[config.mk]
export PLATFORM = sky130hd
export DESIGN_NAME = miller_rabin_witness_test_core
export DESIGN_NICKNAME = d
export VERILOG_FILES = /design/src/sv/mrwt_pkg.sv /design/src/sv/mrwt_datapath.sv /design/src/sv/mrwt_ctrl.sv /design/src/sv/miller_rabin_witness_test_core.sv
export SDC_FILE = /design/constraint.sdc
export NUM_CORES = 1
export LEC_CHECK = 0
export ABC_CLOCK_PERIOD_IN_PS = 9400
export BUFFER_PORTS_ARGS = -buffer_cell sky130_fd_sc_hd__buf_4
export CAP_MARGIN = 20
export CORE_ASPECT_RATIO = 2
export CORE_MARGIN = 8
export CORE_UTILIZATION = 25
export DETAILED_ROUTE_END_ITERATION = 12
export PLACE_DENSITY_LB_ADDON = 0.12
export SETUP_SLACK_MARGIN = 0.1
export SKIP_LAST_GASP = 1
export SLEW_MARGIN = 10
export SYNTH_ARGS = -nofsm -noshare
export SYNTH_HDL_FRONTEND = slang
export SYNTH_HIERARCHICAL = 1
export SYNTH_SLANG_ARGS = --single-unit
[constraint.sdc]
create_clock -name clk -period 9.4 [get_ports clk]
set_input_delay 1.88 -clock clk [delete_from_list [all_inputs] [get_ports clk]]
set_output_delay 1.88 -clock clk [all_outputs]
set_load 0.01 [all_outputs]
[src/sv/mrwt_pkg.sv]
// ----------------------------------------------------------------------------
// Miller-Rabin witness test package
// Shared widths, state encoding and controller/datapath interface structs.
// ----------------------------------------------------------------------------
package mrwt_pkg;

	localparam int Width = 32;
	localparam int CntW = $clog2(Width + 1);

	typedef logic [Width-1:0] word_t;
	typedef logic [CntW-1:0] cnt_t;

	typedef enum logic [3:0] {
		ST_IDLE,
		ST_RED,
		ST_CHECK,
		ST_SPLIT,
		ST_PSTEP,
		ST_PMUL,
		ST_PSQR,
		ST_EVAL,
		ST_SQR,
		ST_SEVAL,
		ST_DONE
	} state_t;

	// Operations that the controller asks of the datapath.
	typedef enum logic [2:0] {
		OP_NONE,
		OP_LOAD,
		OP_RED_STEP,
		OP_SPLIT,
		OP_MUL_START,
		OP_MUL_STEP,
		OP_SHIFT_E
	} op_t;

	// Multiplier operand selection.
	typedef enum logic [1:0] {
		MS_Y_B,
		MS_B_B,
		MS_Y_Y
	} msel_t;

	typedef struct packed {
		op_t   op;
		msel_t msel;
		logic  wr_y;
		logic  wr_b;
	} cmd_t;

	typedef struct packed {
		logic small_n;
		logic n_is_prime_small;
		logic n_even;
		logic red_done;
		logic base_deg;
		logic split_done;
		logic e_zero;
		logic e_lsb;
		logic mul_done;
		logic y_is_one;
		logic y_is_nm1;
		logic s_left;
	} stat_t;

endpackage

[src/sv/mrwt_datapath.sv]
// ----------------------------------------------------------------------------
// Miller-Rabin datapath
// Operand registers, bit-serial reduction of the base, trailing-zero split
// of n-1 and a shift-and-add modular multiplier, one bit per cycle.
// ----------------------------------------------------------------------------
module mrwt_datapath (
	input  logic                  clk,
	input  logic [31:0]           candidate,
	input  logic [31:0]           witness,
	input  mrwt_pkg::cmd_t        cmd,
	output mrwt_pkg::stat_t       stat
);

	mrwt_pkg::word_t n_q, nm1_q, e_q, b_q, y_q, rem_q, wsh_q;
	mrwt_pkg::word_t mx_q, my_q, acc_q;
	mrwt_pkg::cnt_t  red_cnt_q, s_q;

	logic [mrwt_pkg::Width:0] rem_sh;
	mrwt_pkg::word_t acc_add, mx_dbl, room_a, room_x;

	// Reduction step: shift one witness bit into the remainder, then subtract n if the result is at least n.
	always_comb begin
		rem_sh = {rem_q, wsh_q[mrwt_pkg::Width-1]};
	end

	// Modular add helpers, overflow free.
	always_comb begin
		room_a  = n_q - mx_q;
		acc_add = (acc_q >= room_a) ? (acc_q - room_a) : (acc_q + mx_q);
		room_x  = n_q - mx_q;
		mx_dbl  = (mx_q >= room_x) ? (mx_q - room_x) : (mx_q + mx_q);
	end

	always_ff @(posedge clk) begin
		unique case (cmd.op)
			mrwt_pkg::OP_LOAD: begin
				n_q       <= candidate[mrwt_pkg::Width-1:0];
				nm1_q     <= candidate[mrwt_pkg::Width-1:0] - 1'b1;
				wsh_q     <= witness[mrwt_pkg::Width-1:0];
				rem_q     <= '0;
				red_cnt_q <= '0;
				s_q       <= '0;
				y_q       <= mrwt_pkg::word_t'(1);
			end
			mrwt_pkg::OP_RED_STEP: begin
				wsh_q     <= wsh_q << 1;
				red_cnt_q <= red_cnt_q + 1'b1;
				if (rem_sh >= {1'b0, n_q}) begin
					rem_q <= mrwt_pkg::word_t'(rem_sh - {1'b0, n_q});
				end else begin
					rem_q <= rem_sh[mrwt_pkg::Width-1:0];
				end
			end
			mrwt_pkg::OP_SPLIT: begin
				if (red_cnt_q != '0) begin
					// First split cycle copies the reduced base and n-1 shifted right once.
					b_q       <= rem_q;
					e_q       <= nm1_q >> 1;
					s_q       <= mrwt_pkg::cnt_t'(1);
					red_cnt_q <= '0;
				end else if (!e_q[0]) begin
					e_q <= e_q >> 1;
					s_q <= s_q + 1'b1;
				end
			end
			mrwt_pkg::OP_MUL_START: begin
				unique case (cmd.msel)
					mrwt_pkg::MS_Y_B: begin
						mx_q <= b_q;
						my_q <= y_q;
					end
					mrwt_pkg::MS_B_B: begin
						mx_q <= b_q;
						my_q <= b_q;
					end
					default: begin
						mx_q <= y_q;
						my_q <= y_q;
					end
				endcase
				acc_q <= '0;
			end
			mrwt_pkg::OP_MUL_STEP: begin
				if (my_q != '0) begin
					if (my_q[0]) begin
						acc_q <= acc_add;
					end
					mx_q <= mx_dbl;
					my_q <= my_q >> 1;
				end else begin
					if (cmd.wr_y) begin
						y_q <= acc_q;
					end
					if (cmd.wr_b) begin
						b_q <= acc_q;
					end
				end
			end
			mrwt_pkg::OP_SHIFT_E: begin
				e_q <= e_q >> 1;
				if (s_q != '0 && e_q == '0) begin
					s_q <= s_q - 1'b1;
				end
				// The squared base lands together with the exponent shift.
				if (cmd.wr_b) begin
					b_q <= acc_q;
				end
			end
			default: begin
			end
		endcase
	end

	// Status toward the controller.
	always_comb begin
		stat.small_n          = (n_q < mrwt_pkg::word_t'(2));
		stat.n_is_prime_small = (n_q == mrwt_pkg::word_t'(2)) ||
		                        (n_q == mrwt_pkg::word_t'(3));
		stat.n_even           = !n_q[0];
		stat.red_done         = (red_cnt_q == mrwt_pkg::cnt_t'(mrwt_pkg::Width));
		stat.base_deg         = (rem_q < mrwt_pkg::word_t'(2));
		stat.split_done       = e_q[0];
		stat.e_zero           = (e_q == '0);
		stat.e_lsb            = e_q[0];
		stat.mul_done         = (my_q == '0);
		stat.y_is_one         = (y_q == mrwt_pkg::word_t'(1));
		stat.y_is_nm1         = (y_q == nm1_q);
		stat.s_left           = (s_q > mrwt_pkg::cnt_t'(1));
	end

endmodule

[src/sv/mrwt_ctrl.sv]
// ----------------------------------------------------------------------------
// Miller-Rabin controller
// Sequences the small/even checks, reduction, split, exponentiation and the squaring checks.
// ----------------------------------------------------------------------------
module mrwt_ctrl (
	input  logic              clk,
	input  logic              arst_n,
	input  logic              start,
	output logic              busy,
	input  mrwt_pkg::stat_t   stat,
	output mrwt_pkg::cmd_t    cmd,
	output logic              done,
	output logic              probable_prime,
	output logic              trivial_case
);

	mrwt_pkg::state_t state_q, state_d;
	logic prime_q, prime_d, triv_q, triv_d;
	logic [1:0] sq_q, sq_d;   // squaring count kept by datapath s; this marks first pass

	// State and result flags.
	always_ff @(posedge clk or negedge arst_n) begin
		if (!arst_n) begin
			state_q <= mrwt_pkg::ST_IDLE;
			prime_q <= 1'b0;
			triv_q  <= 1'b0;
			sq_q    <= '0;
		end else begin
			state_q <= state_d;
			prime_q <= prime_d;
			triv_q  <= triv_d;
			sq_q    <= sq_d;
		end
	end

	// Next state.
	always_comb begin
		state_d = state_q;
		prime_d = prime_q;
		triv_d  = triv_q;
		sq_d    = sq_q;
		unique case (state_q)
			mrwt_pkg::ST_IDLE: begin
				if (start) begin
					state_d = mrwt_pkg::ST_CHECK;
				end
			end
			mrwt_pkg::ST_CHECK: begin
				triv_d = 1'b1;
				priority if (stat.small_n) begin
					prime_d = 1'b0;
					state_d = mrwt_pkg::ST_DONE;
				end else if (stat.n_is_prime_small) begin
					prime_d = 1'b1;
					state_d = mrwt_pkg::ST_DONE;
				end else if (stat.n_even) begin
					prime_d = 1'b0;
					state_d = mrwt_pkg::ST_DONE;
				end else begin
					state_d = mrwt_pkg::ST_RED;
				end
			end
			mrwt_pkg::ST_RED: begin
				if (stat.red_done) begin
					if (stat.base_deg) begin
						prime_d = 1'b1;
						state_d = mrwt_pkg::ST_DONE;
					end else begin
						state_d = mrwt_pkg::ST_SPLIT;
					end
				end
			end
			mrwt_pkg::ST_SPLIT: begin
				triv_d = 1'b0;
				sq_d   = 2'd1;
				if (sq_q == 2'd1 && stat.split_done) begin
					state_d = mrwt_pkg::ST_PSTEP;
				end
			end
			mrwt_pkg::ST_PSTEP: begin
				sq_d = 2'd0;
				priority if (stat.e_zero) begin
					state_d = mrwt_pkg::ST_EVAL;
				end else if (stat.e_lsb) begin
					state_d = mrwt_pkg::ST_PMUL;
				end else begin
					state_d = mrwt_pkg::ST_PSQR;
				end
			end
			mrwt_pkg::ST_PMUL: begin
				if (sq_q == 2'd1 && stat.mul_done) begin
					sq_d    = 2'd0;
					state_d = mrwt_pkg::ST_PSQR;
				end else begin
					sq_d = 2'd1;
				end
			end
			mrwt_pkg::ST_PSQR: begin
				if (sq_q == 2'd1 && stat.mul_done) begin
					sq_d    = 2'd0;
					state_d = mrwt_pkg::ST_PSTEP;
				end else begin
					sq_d = 2'd1;
				end
			end
			mrwt_pkg::ST_EVAL: begin
				if (stat.y_is_one || stat.y_is_nm1) begin
					prime_d = 1'b1;
					state_d = mrwt_pkg::ST_DONE;
				end else if (stat.s_left) begin
					state_d = mrwt_pkg::ST_SQR;
				end else begin
					prime_d = 1'b0;
					state_d = mrwt_pkg::ST_DONE;
				end
			end
			mrwt_pkg::ST_SQR: begin
				if (sq_q == 2'd1 && stat.mul_done) begin
					sq_d    = 2'd0;
					state_d = mrwt_pkg::ST_SEVAL;
				end else begin
					sq_d = 2'd1;
				end
			end
			mrwt_pkg::ST_SEVAL: begin
				if (stat.y_is_nm1) begin
					prime_d = 1'b1;
					state_d = mrwt_pkg::ST_DONE;
				end else if (stat.s_left) begin
					state_d = mrwt_pkg::ST_SQR;
				end else begin
					prime_d = 1'b0;
					state_d = mrwt_pkg::ST_DONE;
				end
			end
			mrwt_pkg::ST_DONE: begin
				state_d = mrwt_pkg::ST_IDLE;
			end
			default: begin
				state_d = mrwt_pkg::ST_IDLE;
			end
		endcase
	end

	// Commands toward the datapath.
	always_comb begin
		cmd      = '{op: mrwt_pkg::OP_NONE, msel: mrwt_pkg::MS_Y_B, wr_y: 1'b0, wr_b: 1'b0};
		busy     = (state_q != mrwt_pkg::ST_IDLE);
		done     = (state_q == mrwt_pkg::ST_DONE);
		unique case (state_q)
			mrwt_pkg::ST_IDLE: begin
				if (start) begin
					cmd.op = mrwt_pkg::OP_LOAD;
				end
			end
			mrwt_pkg::ST_RED: begin
				if (!stat.red_done) begin
					cmd.op = mrwt_pkg::OP_RED_STEP;
				end
			end
			mrwt_pkg::ST_SPLIT: begin
				cmd.op = mrwt_pkg::OP_SPLIT;
			end
			mrwt_pkg::ST_PMUL: begin
				cmd.msel = mrwt_pkg::MS_Y_B;
				cmd.wr_y = 1'b1;
				cmd.op   = (sq_q == 2'd1) ? mrwt_pkg::OP_MUL_STEP : mrwt_pkg::OP_MUL_START;
			end
			mrwt_pkg::ST_PSQR: begin
				cmd.msel = mrwt_pkg::MS_B_B;
				cmd.wr_b = 1'b1;
				if (sq_q == 2'd1) begin
					cmd.op = stat.mul_done ? mrwt_pkg::OP_SHIFT_E : mrwt_pkg::OP_MUL_STEP;
				end else begin
					cmd.op = mrwt_pkg::OP_MUL_START;
				end
			end
			mrwt_pkg::ST_EVAL: begin
				// Count down s once before the first squaring so that s-1 remain.
				cmd.op = mrwt_pkg::OP_SHIFT_E;
			end
			mrwt_pkg::ST_SQR: begin
				cmd.msel = mrwt_pkg::MS_Y_Y;
				cmd.wr_y = 1'b1;
				cmd.op   = (sq_q == 2'd1) ? mrwt_pkg::OP_MUL_STEP : mrwt_pkg::OP_MUL_START;
			end
			mrwt_pkg::ST_SEVAL: begin
				cmd.op = mrwt_pkg::OP_SHIFT_E;
			end
			default: begin
			end
		endcase
	end

	assign probable_prime = prime_q;
	assign trivial_case   = triv_q;

endmodule

[src/sv/miller_rabin_witness_test_core.sv]
// ----------------------------------------------------------------------------
// Miller-Rabin witness test core
// Strong probable prime test of one candidate against one base.
// ----------------------------------------------------------------------------
// A small or even candidate ends at the check and a degenerate base at
// the reduction; otherwise the test runs about 2*WIDTH modular products,
// each a bit-serial shift-and-add multiply.
// The core takes one item at a time; a new transfer is taken the cycle
// after done.
// The result shows for one cycle with done high; the receiver cannot stall.
// Reset: arst_n returns the controller to idle and clears busy and done.
module miller_rabin_witness_test_core (
	input  logic        clk,
	input  logic        arst_n,
	input  logic        start,
	output logic        busy,
	input  logic [31:0] candidate,
	input  logic [31:0] witness,
	output logic        done,
	output logic        probable_prime,
	output logic        trivial_case
);

	mrwt_pkg::cmd_t  cmd;
	mrwt_pkg::stat_t stat;

	// Controller.
	mrwt_ctrl u_ctrl (
		.clk            (clk),
		.arst_n         (arst_n),
		.start          (start),
		.busy           (busy),
		.stat           (stat),
		.cmd            (cmd),
		.done           (done),
		.probable_prime (probable_prime),
		.trivial_case   (trivial_case)
	);

	// Datapath.
	mrwt_datapath u_dp (
		.clk       (clk),
		.candidate (candidate),
		.witness   (witness),
		.cmd       (cmd),
		.stat      (stat)
	);

endmodule

==> metrics.cfg, run 1 <==
[global_route]
gr-total-overflow = 0
gr-usage-met2_pct = 28.2
top_usage_layer = met2
grt_max_degree = 127
grtUsageMet3_pct = 1.55
grtUsageTotal_pct = 15.4
grt_pass1_vias = 19000
grt_pass1_wl_mm = 126
met1_usage_pct = 19.1
antenna_found_initial = 1

[placement]
portBuffers = 70
finalWeightedCongestion = 0.826
place_inst = 3743
hpwl_mm = 65.0

[sta]
hold_viol_final = 0
finalSetupViolCount = 0
drv_slew = 0
fin_skew_ns = 0.0220
hold_slack_ns = 0.477
finalCriticalPeriod_ns = 6.55
worstMarginPinSlew_ns = 1.07
fin_tns_setup_ns = 0
relSlewSlack_pct = 28.8
max_freq_ghz = 0.153
rsz0062_at_grt = false
finalCritPeriodShare_pct = 69.7

[die]
die_w_um = 235
initial_core_util_pct = 25.1
fp-row-count = 161
coreArea_sq_mm = 0.0959
ios = 71
die_h_um = 455
dieArea_sq_mm = 0.107

[setup_path]
crit_arrival_ns = 6.90
criticalPathCategory = reg2reg
cpMostUsedCell = inv_1
critPathMaxFanout = 65
cp-start-kind = flip-flop
worst-r2r-cell-count = 26
endpoint_kind = flip-flop
cp.required_ns = 9.75
slowest_delay_ns = 0.52
r2r-start = u_dp/n_q[0]
r2r_slack_ns = 2.85
cp-startpoint = u_dp/n_q[0]
r2r-end = u_dp/mx_q[18]
slowest_stage = or4_1

[clock_network]
cts_buffers = 40
cts_resized = 0
cts_buffer_depth = 3
clock-sinks = 338
cts-root-buf = clkbuf_16
post_cts_buffers = 0
path_clk_slew_ns = 0.07
cts_tree = built
ctsHoldBuffers = 0
htreeDepth = 2
insertion_delay_ns = 0.59

[drt]
drc = 0
vias_per_cell = 4.99
dr.pass1.iters = 5
routed_wirelength_mm = 85.0
ant_nets = 0
wl_per_cell_um = 22.3
drtIter0Drc = 1350
vias = 19000

[hold_path]
min_from = u_ctrl/trivial_case
worstHoldPathCells = 1
hold_path_end = u_ctrl/trivial_case
hold_path_class = reg2reg

[synth]
ys_ff_latch = 338
synth_area_leaders = edfxtp_1 41%, ha_1 8.4%, nand2_1 5.5%
netlist.area_leader.share_pct = 41.3
ys_warn_count = 6
synth_edf_count = 331
async_flop_share_pct = 2.07
synth_most_common_cell = nand2_1
synth_commonest_cells = 353 x nand2_1, 331 x edfxtp_1, 218 x a21oi_1
synth-main-ff-cell = edfxtp_1
syn-cell-area_sq_mm = 0.0241
seq_area_frac_synth_pct = 42.0
synthCells = 2521
synth.distinct_cells = 90
synth_top_cell_by_area = edfxtp_1
synth.net_count = 2755
syn_area_per_cell_sq_um = 9.55

[final_layout]
diodes = 0
regArea_sq_mm = 0.0101
drive_gt1_share_pct = 8.86
synthToLayoutAreaGrowth_pct = 13.6
multiInputGateArea_sq_mm = 0.0132
fin_nets = 2797
n_fill_cell = 10300
fin_cells = 3817

[status]
outcome = completed

[run]
maxCapViolCount = 0

-- worst max-delay path: cells and delay by family, from the launching register on --
kind                     cells  cell delay, ns
AO/OA/AOI/OAI               13            2.99
AND/OR/NAND/NOR              5            1.07
adder cells (fa/ha/maj)      3            1.03
buffers and inverters        4            0.58
flip-flops                   1            0.44
XOR/XNOR                     1            0.19
-- registers in the layout, summed over array words and instances, names as in the netlist, 4 cells and up --
signal	flops
u_ctrl/state_q	4
u_dp/acc_q	32
u_dp/b_q	32
u_dp/e_q	31
u_dp/mx_q	32
u_dp/my_q	32
u_dp/n_q	32
u_dp/nm1_q	32
u_dp/red_cnt_q	6
u_dp/rem_q	32
u_dp/s_q	6
u_dp/wsh_q	32
u_dp/y_q	32
-- through the flow --
step | util (%) | setup WS, ns | area (sq um)
floorplan | - | 1.41 | 24100
global placement | 27.1 | 2.91 | 26000
detailed placement | 27.2 | 2.86 | 26000
CTS | 28.5 | 2.81 | 27300
global route | 28.5 | 2.24 | 27300
finish | 28.5 | 2.85 | 27300
-- worst max path at each step --
stage | depth (start not counted) | to | slack (ns)
2_1_floorplan | 7 | u_dp/acc_q[0] | 1.41
3_3_place_gp | 26 | u_dp/mx_q[18] | 2.91
3_5_place_dp | 28 | u_dp/mx_q[30] | 2.86
4_1_cts | 28 | u_dp/mx_q[30] | 2.81
5_1_grt | 28 | u_dp/mx_q[30] | 2.24
6_report | 26 | u_dp/mx_q[18] | 2.85
-- logic make-up after synthesis --
family / count (synthesis) / synth area share, %
XOR/XNOR: 194 / 7.12
AND/OR/NAND/NOR: 855 / 16.7
multiplexers: 100 / 4.33
buffers and inverters: 214 / 3.55
AO/OA/AOI/OAI: 651 / 17.3
adder cells (fa/ha/maj): 169 / 8.92
flip-flops: 338 / 42.0
-- placed cells by master, fill, tap and decap left out, types with 23 or more instances in the layout --
cell and n:
mux2_2 32, nor4_1 52, nor2_1 170, nor3_1 41
o21ai_0 123, edfxtp_1 331, ha_1 162, a211oi_1 40
nand3_1 39, nand4_1 27, inv_1 118, buf_4 91
xor2_1 110, o21a_1 23, a21oi_1 217, clkbuf_16 40
mux2i_1 67, xnor2_1 83, a21o_1 80, nor2b_1 29
and2_1 42, nand2_1 352
-- per-layer routing --
| metal | wire [um] | up-vias |
|---|---|---|
| met3 | 2380 | 83 |
| met1 | 37200 | 9259 |
| met2 | 43100 | 341 |
| li1 | - | 9366 |
| met4 | 2260 | 0 |
| met5 | 0 | - |
-- final cells by class --
type                       count  area share (%)
clock inverter                29           0.980
inverter                     119            1.63
clock buffer                  45            3.73
sequential                   338            37.0
tap                         1222            5.59
timing repair buffer          95            2.83
multi-input combinational   1969            48.2
Power of run 1 is left out: the tool's default activity adds up to more than one toggle a clock period on the data nets, which glitch-free logic cannot reach.
==> inputs of run 2 (changes only) <==
- ABC_CLOCK_PERIOD_IN_PS: 9400 -> 6190
- clock period: 9.4 -> 6.19 ns (I/O delays scaled with it)
==> run 2 against run 1 <==
Against the previous run:
- setup slack got worse by 2.4 ns
- worst hold slack got worse by 0.040 ns
- design area increased by 2.6%
- wire length increased by 1.9%
- cell count rose by 1.6%
- critical endpoint unchanged
- largest cell class unchanged
==> metrics.cfg, run 2 (same netlist as run 1, synthesis figures left out) <==
[sta]
drv_slew = 0  ; unchanged
fin_skew_ns = 0.0203  ; -0.00165 ns
finalCriticalPeriod_ns = 5.75  ; -0.803 ns
worstMarginPinSlew_ns = 0.951  ; -0.117 ns
hold_viol_final = 0  ; unchanged
max_freq_ghz = 0.174  ; +14%
finalCritPeriodShare_pct = 92.8  ; +23 points
finalSetupViolCount = 0  ; unchanged
relSlewSlack_pct = 36.6  ; +7.8 points
rsz0062_at_grt = false

[global_route]
antenna_found_initial = 0  ; -1
gr-total-overflow = 0  ; unchanged
grtUsageTotal_pct = 15.6  ; +0.21 points
grt_pass1_wl_mm = 127  ; +1.1%
grt_pass1_vias = 19200  ; +0.82%
grt_max_degree = 118  ; -7.1%

[placement]
portBuffers = 70  ; unchanged
finalWeightedCongestion = 0.826  ; about the same
place_area_sq_mm = 0.0265  ; +1.6%
hpwl_mm = 66.3  ; +2.0%

[setup_path]
r2r-start = u_dp/n_q[10]
crit_arrival_ns = 6.10  ; -0.80 ns
criticalPathCategory = reg2reg
cp.required_ns = 6.54  ; -3.21 ns
cpMostUsedCell = a21oi_1
slowest_stage = or4_1
slowest_delay_ns = 0.55  ; +0.03 ns
cp-start-kind = flip-flop
crit_chain = ha_1 > a211oi_2 > o21ai_1 > a221oi_2 > a21oi_1 > o21ai_1 > a21o_1 > a21oi_1 > a2111o_1 > a21o_1 > a21oi_1 > xor2_1 > ha_1 > nand4_1 > nor2_1 > inv_1 > or4_1 > o221a_4 > clkbuf_16 > o211ai_1 > o21ai_0 > a31o_2
cp-startpoint = u_dp/n_q[10]
critPathMaxFanout = 19  ; -71%
endpoint_kind = flip-flop

[drt]
wl_per_cell_um = 22.3  ; +0.25%
vias = 19200  ; +0.89%
wl_met1_mm = 36.6  ; -1.6%
dr.pass1.iters = 5  ; unchanged
wl_met2_mm = 43.0  ; -0.30%
vias_per_cell = 4.96  ; -0.69%
routed_wirelength_mm = 86.6  ; +1.9%
drc = 0  ; unchanged
top_layer = met4
dr_wl_met3_mm = 3.02  ; +27%
drtIter0Drc = 1225  ; -9.3%
ant_nets = 0  ; unchanged

[clock_network]
cts_tree = built
cts_buffers = 41  ; +2.5%
path_clk_slew_ns = 0.06  ; about the same
ctsHoldBuffers = 0  ; unchanged
clock-sinks = 338  ; unchanged
insertion_delay_ns = 0.60  ; about the same
cts_buffer_depth = 3  ; unchanged
htreeDepth = 2  ; unchanged
cts-root-buf = clkbuf_16

[die]
die_w_um = 235  ; unchanged
fp-row-count = 161  ; unchanged
coreArea_sq_mm = 0.0959  ; unchanged
dieArea_sq_mm = 0.107  ; unchanged
initial_core_util_pct = 25.1  ; unchanged
die_h_um = 455  ; unchanged
ios = 71  ; unchanged

[final_layout]
fin_nets = 2855  ; +2.1%
n_fill_cell = 10100  ; -1.7%
final_common_cell = nand2_1
synthToLayoutAreaGrowth_pct = 16.6
layout_common_cells = 352 x nand2_1, 331 x edfxtp_1, 217 x a21oi_1
design_area_sq_mm = 0.0280  ; +2.6%
drive_gt1_share_pct = 11.3  ; +2.4 points

[status]
outcome = completed

[run]
maxCapViolCount = 0  ; unchanged

[hold_path]
hold_path_class = in2async

run 2: cell count changes in the layout (fill, tap and decap cells not counted), moves of 2 or more:
cell,previous run,this run
o21ai_0,123,120
buf_12,1,5
bufinv_16,3,9
buf_4,91,144
clkinvlp_4,6,3
buf_16,2,0
xor2_2,0,2
o21ai_1,5,7
diode_2,0,2
clkinv_4,3,0
clkbuf_16,40,43
xor2_1,110,108
run 2: cell type report:
| class | instances | area, sq um | share of cell area [%] |
|---|---|---|---|
| clock inverters | 30 | 425 | 1.52 |
| repair buffers | 152 | 1240 | 4.43 |
| well taps | 1222 | 1530 | 5.45 |
| flip-flops and latches | 338 | 10100 | 36.1 |
| inverters | 119 | 447 | 1.59 |
| multi-input cells | 1969 | 13200 | 47.2 |
| clock buffers | 46 | 1040 | 3.72 |
| diodes | 2 | 5.00 | 0.0178 |
run 2: metrics by stage:
stage          setup TNS, ns  util, %  hold slack [ns]  setup slack, ns  instances
4_1_cts                    0     29.1            0.401            0.100       3873
3_3_place_gp               0     27.6            0.467            0.173       3797
2_1_floorplan          -3.44        -            0.484           -0.108       2521
5_1_grt                    0     29.2            0.416           0.0987       3876
3_5_place_dp               0     27.6            0.478            0.161       3797
6_report                   0     29.3            0.436            0.443       3878
run 2: repair_timing:
action                     CTS  global route
setup buffers                0             1
setup endpoints to repair    0            64
resized for setup            0            15
run 2: worst paths after layout:
kind	end	slack [ns]	depth (start not counted)
min in group clk	u_ctrl/trivial_case	0.48	1
min reg2reg	u_ctrl/trivial_case	0.48	1
min	u_ctrl/state_q[0]	0.44	1
max in group asynchronous	u_ctrl/sq_q[0]	5.62	1
max reg2reg	u_dp/mx_q[18]	0.44	22
max	u_dp/mx_q[18]	0.44	22
run 2: metal layers:
| metal | vias to the layer above | GRT usage (%) |
|---|---|---|
| met5 | - | 0 |
| met4 | 0 | 6.53 |
| met3 | 118 | 2.22 |
| met2 | 343 | 27.9 |
| met1 | 9288 | 18.7 |
| li1 | 9470 | - |
run 2: critical path, delay by kind of cell (launching register included):
family	cells	cell delay, ns
AO/OA/AOI/OAI	14	2.94
XOR/XNOR	1	0.12
adder cells (fa/ha/maj)	2	0.82
buffers and inverters	2	0.28
flip-flops	1	0.50
AND/OR/NAND/NOR	3	0.82
Power of run 2 is left out for the same reason.
